[src/hw/rtl/ost_pkg.sv]
`timescale 1ns / 1ps
`default_nettype none

package ost_pkg;

    localparam int TimersDefault = 16;
    localparam int MaxFire       = 16;

    localparam int OpW  = 2;
    localparam int DurW = 31;
    localparam int IdW  = 16;
    localparam int DlW  = 32;

    localparam int InTdataW    = 56;
    localparam int OutFieldsW  = 68;
    localparam int OutTdataW   = 72;
    localparam int OutPadW     = OutTdataW - OutFieldsW;

    typedef enum logic [1:0] {
        OP_ADD     = 2'd0,
        OP_REFRESH = 2'd1,
        OP_REMOVE  = 2'd2,
        OP_TICK    = 2'd3
    } op_t;

    typedef enum logic [1:0] {
        ST_IDLE,
        ST_SCAN,
        ST_FINISH,
        ST_EMIT
    } state_t;

    // One armed timer as held in the table memory.
    typedef struct packed {
        logic [DlW-1:0]  deadline;
        logic [DurW-1:0] length;
        logic [IdW-1:0]  ident;
    } entry_t;

    typedef struct packed {
        logic load;
        logic scan;
        logic finish;
        logic advance;
    } cmd_t;

    typedef struct packed {
        logic scan_done;
        logic res_last;
    } sts_t;

    typedef struct packed {
        logic [IdW-1:0] gid;
        logic           full;
        logic           found;
        logic           wake;
        logic           fired;
        logic [IdW-1:0] fid;
        logic           ev;
        logic [DlW-1:0] edl;
        logic           last;
    } res_t;

    // Wrapping time compare: a lies before b.
    function automatic logic is_before(input logic [DlW-1:0] a, input logic [DlW-1:0] b);
        logic [DlW-1:0] d;
        d = a - b;
        return d[DlW-1];
    endfunction

endpackage

`default_nettype wire

[src/hw/rtl/ost_ram.sv]
`timescale 1ns / 1ps
`default_nettype none

module ost_ram #(
    parameter int WIDTH = 8,
    parameter int DEPTH = 16
) (
    input  wire logic                     aclk,
    input  wire logic                     we,
    input  wire logic [$clog2(DEPTH)-1:0] waddr,
    input  wire logic [WIDTH-1:0]         wdata,
    input  wire logic                     re,
    input  wire logic [$clog2(DEPTH)-1:0] raddr,
    output logic      [WIDTH-1:0]         rdata
);

    logic [WIDTH-1:0] mem_reg [DEPTH];
    logic [WIDTH-1:0] rdata_reg;

    always_ff @(posedge aclk) begin
        if (we) begin
            mem_reg[waddr] <= wdata;
        end
        if (re) begin
            rdata_reg <= mem_reg[raddr];
        end
    end

    assign rdata = rdata_reg;

endmodule

`default_nettype wire

[src/hw/rtl/ost_ctrl.sv]
`timescale 1ns / 1ps
`default_nettype none

module ost_ctrl
    import ost_pkg::*;
(
    input  wire logic aclk,
    input  wire logic aresetn,
    input  wire logic s_tvalid,
    input  wire logic m_tready,
    input  wire sts_t sts,
    output logic      s_tready,
    output logic      m_tvalid,
    output cmd_t      cmd
);

    state_t state_reg;
    state_t state_next;

    always_ff @(posedge aclk) begin
        if (!aresetn) begin
            state_reg <= ST_IDLE;
        end else begin
            state_reg <= state_next;
        end
    end

    always_comb begin
        state_next = state_reg;
        case (state_reg)
            ST_IDLE: begin
                if (s_tvalid) begin
                    state_next = ST_SCAN;
                end
            end
            ST_SCAN: begin
                if (sts.scan_done) begin
                    state_next = ST_FINISH;
                end
            end
            ST_FINISH: begin
                state_next = ST_EMIT;
            end
            ST_EMIT: begin
                if (m_tready && sts.res_last) begin
                    state_next = ST_IDLE;
                end
            end
            default: begin
                state_next = ST_IDLE;
            end
        endcase
    end

    always_comb begin
        s_tready    = 1'b0;
        m_tvalid    = 1'b0;
        cmd         = '0;
        case (state_reg)
            ST_IDLE: begin
                s_tready = 1'b1;
                cmd.load = s_tvalid;
            end
            ST_SCAN: begin
                cmd.scan = 1'b1;
            end
            ST_FINISH: begin
                cmd.finish = 1'b1;
            end
            ST_EMIT: begin
                m_tvalid    = 1'b1;
                cmd.advance = m_tready && !sts.res_last;
            end
            default: begin
                cmd = '0;
            end
        endcase
    end

endmodule

`default_nettype wire

[src/hw/rtl/ost_datapath.sv]
`timescale 1ns / 1ps
`default_nettype none

module ost_datapath
    import ost_pkg::*;
#(
    parameter int TIMERS = TimersDefault
) (
    input  wire logic            aclk,
    input  wire logic            aresetn,
    input  wire cmd_t            cmd,
    input  wire logic [OpW-1:0]  in_op,
    input  wire logic [DurW-1:0] in_dur,
    input  wire logic [IdW-1:0]  in_id,
    output sts_t                 sts,
    output res_t                 res
);

    localparam int AW = (TIMERS > 1) ? $clog2(TIMERS) : 1;
    localparam int CW = $clog2(TIMERS + 1);
    localparam int FW = $clog2(MaxFire + 1);
    localparam int BW = $clog2(MaxFire);
    localparam int EW = $bits(entry_t);

    op_t             op_reg, op_next;
    logic [DurW-1:0] dur_reg, dur_next;
    logic [IdW-1:0]  id_reg, id_next;
    logic [DlW-1:0]  now_reg, now_next;
    logic [IdW-1:0]  next_id_reg, next_id_next;
    logic [CW-1:0]   count_reg, count_next;
    logic [CW-1:0]   rd_idx_reg, rd_idx_next;
    logic [CW-1:0]   wr_idx_reg, wr_idx_next;
    logic            pv_reg, pv_next;
    logic            prev_have_reg, prev_have_next;
    logic [DlW-1:0]  prev_best_reg, prev_best_next;
    logic            aft_have_reg, aft_have_next;
    logic [DlW-1:0]  aft_best_reg, aft_best_next;
    logic            hit_reg, hit_next;
    logic [DlW-1:0]  new_dl_reg, new_dl_next;
    logic [FW-1:0]   fire_cnt_reg, fire_cnt_next;
    logic [FW-1:0]   out_idx_reg, out_idx_next;
    res_t            res_reg, res_next;
    logic [IdW-1:0]  fire_buf_reg [MaxFire];

    logic            fb_we;
    logic [IdW-1:0]  fb_wdata;

    logic            ram_we;
    logic [AW-1:0]   ram_waddr;
    entry_t          ram_wdata;
    logic            ram_re;
    logic [EW-1:0]   ram_rdata;

    entry_t          ent;
    entry_t          cur;
    logic            keep;
    logic            add_wake;
    logic [IdW-1:0]  id_inc;

    ost_ram #(
        .WIDTH (EW),
        .DEPTH (TIMERS)
    ) u_table (
        .aclk  (aclk),
        .we    (ram_we),
        .waddr (ram_waddr),
        .wdata (ram_wdata),
        .re    (ram_re),
        .raddr (rd_idx_reg[AW-1:0]),
        .rdata (ram_rdata)
    );

    always_ff @(posedge aclk) begin
        if (!aresetn) begin
            now_reg      <= '0;
            next_id_reg  <= IdW'(1);
            count_reg    <= '0;
            rd_idx_reg   <= '0;
            wr_idx_reg   <= '0;
            pv_reg       <= 1'b0;
            fire_cnt_reg <= '0;
            out_idx_reg  <= '0;
        end else begin
            now_reg      <= now_next;
            next_id_reg  <= next_id_next;
            count_reg    <= count_next;
            rd_idx_reg   <= rd_idx_next;
            wr_idx_reg   <= wr_idx_next;
            pv_reg       <= pv_next;
            fire_cnt_reg <= fire_cnt_next;
            out_idx_reg  <= out_idx_next;
        end
    end

    always_ff @(posedge aclk) begin
        op_reg        <= op_next;
        dur_reg       <= dur_next;
        id_reg        <= id_next;
        prev_have_reg <= prev_have_next;
        prev_best_reg <= prev_best_next;
        aft_have_reg  <= aft_have_next;
        aft_best_reg  <= aft_best_next;
        hit_reg       <= hit_next;
        new_dl_reg    <= new_dl_next;
        res_reg       <= res_next;
        if (fb_we) begin
            fire_buf_reg[fire_cnt_reg[BW-1:0]] <= fb_wdata;
        end
    end

    always_comb begin
        op_next        = op_reg;
        dur_next       = dur_reg;
        id_next        = id_reg;
        now_next       = now_reg;
        next_id_next   = next_id_reg;
        count_next     = count_reg;
        rd_idx_next    = rd_idx_reg;
        wr_idx_next    = wr_idx_reg;
        pv_next        = pv_reg;
        prev_have_next = prev_have_reg;
        prev_best_next = prev_best_reg;
        aft_have_next  = aft_have_reg;
        aft_best_next  = aft_best_reg;
        hit_next       = hit_reg;
        new_dl_next    = new_dl_reg;
        fire_cnt_next  = fire_cnt_reg;
        out_idx_next   = out_idx_reg;
        res_next       = res_reg;
        fb_we          = 1'b0;
        fb_wdata       = '0;
        ram_we         = 1'b0;
        ram_waddr      = wr_idx_reg[AW-1:0];
        ram_wdata      = '0;
        ram_re         = 1'b0;
        ent            = entry_t'(ram_rdata);
        cur            = ent;
        keep           = 1'b1;
        add_wake       = !aft_have_reg || is_before(new_dl_reg, aft_best_reg);
        id_inc         = next_id_reg + IdW'(1);

        if (cmd.load) begin
            op_next        = op_t'(in_op);
            dur_next       = in_dur;
            id_next        = in_id;
            now_next       = (op_t'(in_op) == OP_TICK) ? now_reg + DlW'(1) : now_reg;
            new_dl_next    = now_reg + {1'b0, in_dur};
            rd_idx_next    = '0;
            wr_idx_next    = '0;
            pv_next        = 1'b0;
            prev_have_next = 1'b0;
            prev_best_next = '0;
            aft_have_next  = 1'b0;
            aft_best_next  = '0;
            hit_next       = 1'b0;
            fire_cnt_next  = '0;
        end

        if (cmd.scan) begin
            // Issue the next read while the previous entry is being processed.
            pv_next = (rd_idx_reg != count_reg);
            if (rd_idx_reg != count_reg) begin
                ram_re      = 1'b1;
                rd_idx_next = rd_idx_reg + CW'(1);
            end
            if (pv_reg) begin
                if (!prev_have_reg || is_before(ent.deadline, prev_best_reg)) begin
                    prev_have_next = 1'b1;
                    prev_best_next = ent.deadline;
                end
                case (op_reg)
                    OP_REFRESH: begin
                        if (!hit_reg && ent.ident == id_reg) begin
                            cur.deadline = now_reg + {1'b0, ent.length};
                            hit_next     = 1'b1;
                            new_dl_next  = cur.deadline;
                        end
                    end
                    OP_REMOVE: begin
                        if (id_reg != '0 && ent.ident == id_reg) begin
                            keep     = 1'b0;
                            hit_next = 1'b1;
                        end
                    end
                    OP_TICK: begin
                        if (fire_cnt_reg < FW'(MaxFire) && is_before(ent.deadline, now_reg)) begin
                            keep          = 1'b0;
                            fb_we         = 1'b1;
                            fb_wdata      = ent.ident;
                            fire_cnt_next = fire_cnt_reg + FW'(1);
                        end
                    end
                    default: begin
                        keep = 1'b1;
                    end
                endcase
                if (keep) begin
                    ram_we      = 1'b1;
                    ram_wdata   = cur;
                    wr_idx_next = wr_idx_reg + CW'(1);
                    if (!aft_have_reg || is_before(cur.deadline, aft_best_reg)) begin
                        aft_have_next = 1'b1;
                        aft_best_next = cur.deadline;
                    end
                end
            end
        end

        if (cmd.finish) begin
            res_next       = '0;
            res_next.ev    = aft_have_reg;
            res_next.edl   = aft_best_reg;
            res_next.last  = 1'b1;
            count_next     = wr_idx_reg;
            out_idx_next   = FW'(1);
            case (op_reg)
                OP_ADD: begin
                    if (count_reg == CW'(TIMERS)) begin
                        res_next.full = 1'b1;
                    end else begin
                        ram_we           = 1'b1;
                        ram_waddr        = count_reg[AW-1:0];
                        ram_wdata        = '{deadline: new_dl_reg, length: dur_reg,
                                             ident: next_id_reg};
                        count_next       = count_reg + CW'(1);
                        next_id_next     = (id_inc == '0) ? IdW'(1) : id_inc;
                        res_next.gid     = next_id_reg;
                        res_next.wake    = add_wake;
                        res_next.ev      = 1'b1;
                        res_next.edl     = add_wake ? new_dl_reg : aft_best_reg;
                    end
                end
                OP_REFRESH: begin
                    res_next.found = hit_reg;
                    res_next.wake  = hit_reg &&
                                     (!prev_have_reg || is_before(new_dl_reg, prev_best_reg));
                end
                OP_REMOVE: begin
                    res_next.found = hit_reg;
                end
                OP_TICK: begin
                    if (fire_cnt_reg != '0) begin
                        res_next.fired = 1'b1;
                        res_next.fid   = fire_buf_reg[0];
                        res_next.last  = (fire_cnt_reg == FW'(1));
                    end
                end
                default: begin
                    res_next.last = 1'b1;
                end
            endcase
        end

        if (cmd.advance) begin
            res_next.fid  = fire_buf_reg[out_idx_reg[BW-1:0]];
            res_next.last = ((out_idx_reg + FW'(1)) == fire_cnt_reg);
            out_idx_next  = out_idx_reg + FW'(1);
        end
    end

    assign sts.scan_done = (rd_idx_reg == count_reg) && !pv_reg;
    assign sts.res_last  = res_reg.last;
    assign res           = res_reg;

endmodule

`default_nettype wire

[src/hw/rtl/one_shot_timer_table.sv]
`timescale 1ns / 1ps
`default_nettype none
// The table is swept one entry per cycle, over the armed timers, between the input beat
// and the first result beat. A new operation is taken only once the last result beat of
// the previous one has been accepted; a tick gives one beat per fired timer (a single
// beat if none fired), every other operation a single beat.
// Reset: synchronous, active low; time returns to zero, the table is emptied and ids
// restart at one. No clearing pass runs, so the block is ready straight after reset.

module one_shot_timer_table
    import ost_pkg::*;
#(
    parameter int TIMERS = TimersDefault
) (
    input  wire logic                 aclk,
    input  wire logic                 aresetn,
    // Operations in.
    input  wire logic                 s_tvalid,
    output logic                      s_tready,
    // From bit 0: op (2), duration (31), timer_id (16), zero fill (7).
    input  wire logic [InTdataW-1:0]  s_tdata,
    // Results out.
    output logic                      m_tvalid,
    input  wire logic                 m_tready,
    // From bit 0: given_id (16), table_full, found, wake, fired_id (16),
    // earliest_valid, earliest_deadline (32), zero fill (4).
    output logic [OutTdataW-1:0]      m_tdata,
    // Bit 0: fired.
    output logic [0:0]                m_tuser,
    output logic                      m_tlast
);

    // The controller sequences each operation through a sweep of the table,
    // a finishing step that commits counts and, for an add, appends a new timer, and the
    // result beats. Timers are held compacted in insertion order, so the sweep
    // both filters out removed or fired timers and finds the earliest deadline.
    cmd_t cmd;
    sts_t sts;
    res_t res;

    ost_ctrl u_ctrl (
        .aclk     (aclk),
        .aresetn  (aresetn),
        .s_tvalid (s_tvalid),
        .m_tready (m_tready),
        .sts      (sts),
        .s_tready (s_tready),
        .m_tvalid (m_tvalid),
        .cmd      (cmd)
    );

    ost_datapath #(
        .TIMERS (TIMERS)
    ) u_datapath (
        .aclk    (aclk),
        .aresetn (aresetn),
        .cmd     (cmd),
        .in_op   (s_tdata[OpW-1:0]),
        .in_dur  (s_tdata[OpW+DurW-1:OpW]),
        .in_id   (s_tdata[OpW+DurW+IdW-1:OpW+DurW]),
        .sts     (sts),
        .res     (res)
    );

    // Pack the result beat, lowest field first.
    assign m_tdata = {{OutPadW{1'b0}}, res.edl, res.ev, res.fid,
                      res.wake, res.found, res.full, res.gid};
    assign m_tuser = res.fired;
    assign m_tlast = res.last;

endmodule

`default_nettype wire

[config.mk]
export PLATFORM = sky130hd
export DESIGN_NAME = one_shot_timer_table
export DESIGN_NICKNAME = d
export VERILOG_FILES = /design/src/hw/rtl/ost_pkg.sv /design/src/hw/rtl/ost_ram.sv /design/src/hw/rtl/ost_ctrl.sv /design/src/hw/rtl/ost_datapath.sv /design/src/hw/rtl/one_shot_timer_table.sv
export SDC_FILE = /design/constraint.sdc
export NUM_CORES = 2
export LEC_CHECK = 0
export BUFFER_PORTS_ARGS = -buffer_cell sky130_fd_sc_hd__buf_2
export CAP_MARGIN = 30
export CORE_UTILIZATION = 25
export CTS_CLUSTER_DIAMETER = 80
export CTS_CLUSTER_SIZE = 14
export DETAILED_ROUTE_END_ITERATION = 7
export GPL_TIMING_DRIVEN = 0
export MAX_ROUTING_LAYER = met4
export SLEW_MARGIN = 20
export SYNTH_ARGS = -nofsm -noshare
export SYNTH_HDL_FRONTEND = slang
export SYNTH_SLANG_ARGS = --single-unit
[constraint.sdc]
create_clock -name aclk -period 7.74 [get_ports aclk]
set_clock_uncertainty 0.1 [all_clocks]
set_input_delay 2.322 -clock aclk [delete_from_list [all_inputs] [get_ports aclk]]
set_output_delay 2.322 -clock aclk [all_outputs]
set_load 0.05 [all_outputs]
==> results.yml <==
critical_path:
  rrSetupSlack_ps: 370
  cp_data_arrival_time_ps: 7780
  crit_path_end_kind: "flop"
  critical_path.top_delay_family: "simple AND/OR/NAND/NOR gates"
  crit_type: "reg2reg"
  cp_cell_sequence: "ha_1 > nand4_1 > nor4_1 > o211ai_1 > o211ai_1 > mux2i_2 > a31oi_2 > buf_6 > buf_2 > buf_2 > o21ai_0 > nand3_1 > nor2_4 > buf_16 > buf_12 > buf_12 > buf_16 > buf_16"
  crit_fanout: 15
  regToRegEndpoint: "u_datapath.u_table.mem_reg[5][40]"
  max_stage_delay_ps: 900
  r2r_start: "u_datapath.u_table.rdata[77]"
  cp_num_buf_inv: 8
  critPathLaunchType: "flop"
  crit_required_ps: 8150
  rr_worst_depth: 18
  worst_path_most_repeated_cell: "buf_16"
  cp_slowest_cell: "nor4_1"
finish:
  largest_register_ffs: 1264
  layout-drive-gt1-share_pct: 22.2
  nFillCells: 31135
  final_area_sq_um: 94500
  nets: 5423
  fin_cells: 9406
  area_growth_pct: 17.8
global_routing:
  grt_pass1_vias: 45159
  antenna_found_initial: 20
  grt_pass1_wl_microns: 338000
  grt_max_degree: 53
  grt-ovfl-total: 0
  grt_use_total_pct: 15.0
synthesis:
  netlist_area_sq_um: 80300
  yosys_most_used_dff: "edfxtp_1"
  synth_most_common_cell: "edfxtp_1"
  synth_edf_count: 1718
  synthTopCellsByArea: "edfxtp_1 (64%), mux4_2 (13%), dfxtp_1 (4.5%)"
  synth_top_cell_by_area: "edfxtp_1"
  ys_ff_latch: 1897
  synthTopCellsByCount: "edfxtp_1 (1718), mux4_2 (475), nand2_1 (320), ha_1 (231), inv_1 (187)"
  avgSynthCellArea_sq_um: 17.3
  netlist.area_leader.share_pct: 64.3
  synth_cells: 4630
  ys_async_sr_fraction_pct: 0
  ys_types: 78
  yosysWarningCount: 0
  yosysSeqAreaShare_pct: 68.7
drt:
  wl_per_cell_microns: 25.8
  drt_iter0_drc: 5743
  postRouteAntennaNets: 0
  avgViaCountPerCell: 4.88
  vias: 45869
  drc: 0
  wl_microns: 242000
  dr.pass1.iters: 6
floorplanning:
  dieArea_sq_um: 323000
  initial_core_util_pct: 25.2
  die_h_microns: 569
  ioPinCount: 136
  row_count: 207
  die_x_microns: 569
  core_sq_um: 319000
power_and_ir_drop:
  power.switching_mw: 7.10
  p_seq_share_pct: 50.7
  leakagePower_nw: 28.9
  vdd.ir_drop.worst_uv: 258
  pwr-share-comb_pct: 18.3
  swShare_pct: 29.1
  clkPwrFrac_pct: 31.0
  power.internal_mw: 17.3
  power_density_nw_per_um2: 258
min_path:
  hp-class: "reg2reg"
  whs_endpoint: "u_datapath.prev_best_reg[2]"
  worstHoldStart: "u_datapath.prev_best_reg[2]"
  holdPathStages: 2
job:
  maxCapViolCount: 0
clocking:
  ctsHtreeMaxLevel: 4
  cts_buffer_depth: 3
  clk_pin_slew_ps: 70
  cts-root-buf: "clkbuf_16"
  clock_latency_ps: 840
  clock-sinks: 1897
  cts_tree: "yes"
  cts_buffers: 155
  cts_hold_buf: 0
sta:
  setup_violations: 0
  layout_min_cycle_time_ps: 7370
  slew_headroom_pct: 23.5
  worst_pin_slew_ps: 1150
  fin_crit_sh_pct: 95.3
  fin_hold_ws_ps: 359
  hold_violations: 0
  rsz0062_at_grt: "false"
  fmax_mhz: 136
  setup_tns_ps: 0
  slew_violations: 0
placement:
  dp_cells: 9101
  placed_cell_area_sq_um: 89500
  portBuffers: 123
  place.gp.congestion: 0.958
  dp_hpwl_microns: 174000
outcome:
  status: "finished, final reports clean"
per-stage QoR:
stage / power [mW] / util, % / worst slack (ps)
2_1_floorplan: 15.1 / - / 936
4_1_cts: 24.5 / 29.5 / 250
6_report: 24.4 / 29.7 / 368
5_1_grt: 25.2 / 29.7 / 128
3_3_place_gp: 16.8 / 27.0 / -6920
3_5_place_dp: 17.0 / 28.1 / -702
routing by layer:
metal  routed length [microns]  part of all wire, %  global-route usage [%]  up-vias
li1                          -                    -                       -    19373
met5                         0                    0                       -        -
met2                    115000                   47                    23.8     2051
met3                     18200                  7.5                    2.26      376
met1                    101000                   42                    19.8    24069
met4                      8090                  3.3                    4.74        0
worst reg2reg max path: stages, from the launching register on:
cell,delay (ps)
edfxtp_1,570
ha_1,390
nand4_1,200
nor4_1,900
o211ai_1,170
o211ai_1,790
mux2i_2,520
a31oi_2,290
buf_6,240
buf_2,210
buf_2,250
o21ai_0,340
nand3_1,410
nor2_4,600
buf_16,250
buf_12,210
buf_12,210
buf_16,210
buf_16,180
cells by family after synthesis:
kind of cell,count (synthesis),share of synthesized area [%]
flops,1897,68.7
simple gates,797,4.75
mux,595,14.9
compound gates,587,4.68
buf+inv,400,1.94
fa+ha+maj,233,3.65
xor+xnor,120,1.31
other cells,1,0.00467
cell usage in the layout (no fill, tap or decap), types with 41 or more instances in the layout:
cell	Yosys	layout
xnor2_1	69	69
dfxtp_1	179	179
clkbuf_16	0	156
xor2_1	51	51
buf_4	9	62
o21ai_1	3	56
a21o_1	63	63
ha_1	231	230
nor2_1	128	107
buf_12	0	50
clkbuf_1	145	203
mux4_2	475	475
buf_16	0	47
nand3_1	50	50
mux2i_1	70	67
buf_2	12	164
inv_1	187	186
and2_1	81	81
edfxtp_1	1718	1718
o21ai_0	174	117
mux2_2	41	41
nand2_1	320	320
a21oi_1	133	133
power by group through the flow:
stage	clock [mW]	combinational [mW]	sequential [mW]
finish	7.57	4.47	12.4
global route	8.06	4.79	12.4
CTS	7.71	4.45	12.4
detailed placement	0	4.43	12.6
global placement	0	4.18	12.7
floorplan	0	2.57	12.5
how the worst max path moves through the flow:
| stage | from | endpoint | slack (ps) | cells after the start |
|---|---|---|---|---|
| finish | u_datapath.u_table.rdata[77] | u_datapath.u_table.mem_reg[5][40] | 370 | 18 |
| global route | u_datapath.u_table.rdata[15] | u_datapath.aft_best_reg[18] | 130 | 20 |
| CTS | u_datapath.u_table.rdata[15] | u_datapath.aft_best_reg[18] | 250 | 20 |
| detailed placement | u_datapath.u_table.rdata[15] | u_datapath.aft_best_reg[26] | -700 | 19 |
| global placement | u_datapath.now_reg[15] | u_datapath.u_table.mem_reg[3][34] | -6920 | 14 |
| floorplan | u_datapath.now_reg[16] | u_datapath.u_table.mem_reg[1][0] | 940 | 14 |
final cells by class:
| class | instances | area, sq um | area share [%] |
|---|---|---|---|
| sequential | 1897 | 55200 | 58.4 |
| multi-input combinational | 2336 | 23900 | 25.2 |
| tap | 4180 | 5230 | 5.53 |
| clock buffer | 226 | 4170 | 4.41 |
| timing repair buffer | 340 | 4010 | 4.25 |
| buffer | 213 | 902 | 0.954 |
| inverter | 187 | 709 | 0.751 |
| clock inverter | 21 | 458 | 0.484 |
| antenna | 6 | 15.0 | 0.0159 |
what timing repair did:
item,CTS,global route
endpoints found under the setup margin,32,7
pin swaps,1,0
setup buffers,2,0
gates resized for setup,1,3
(Power assumes the default switching activity.)
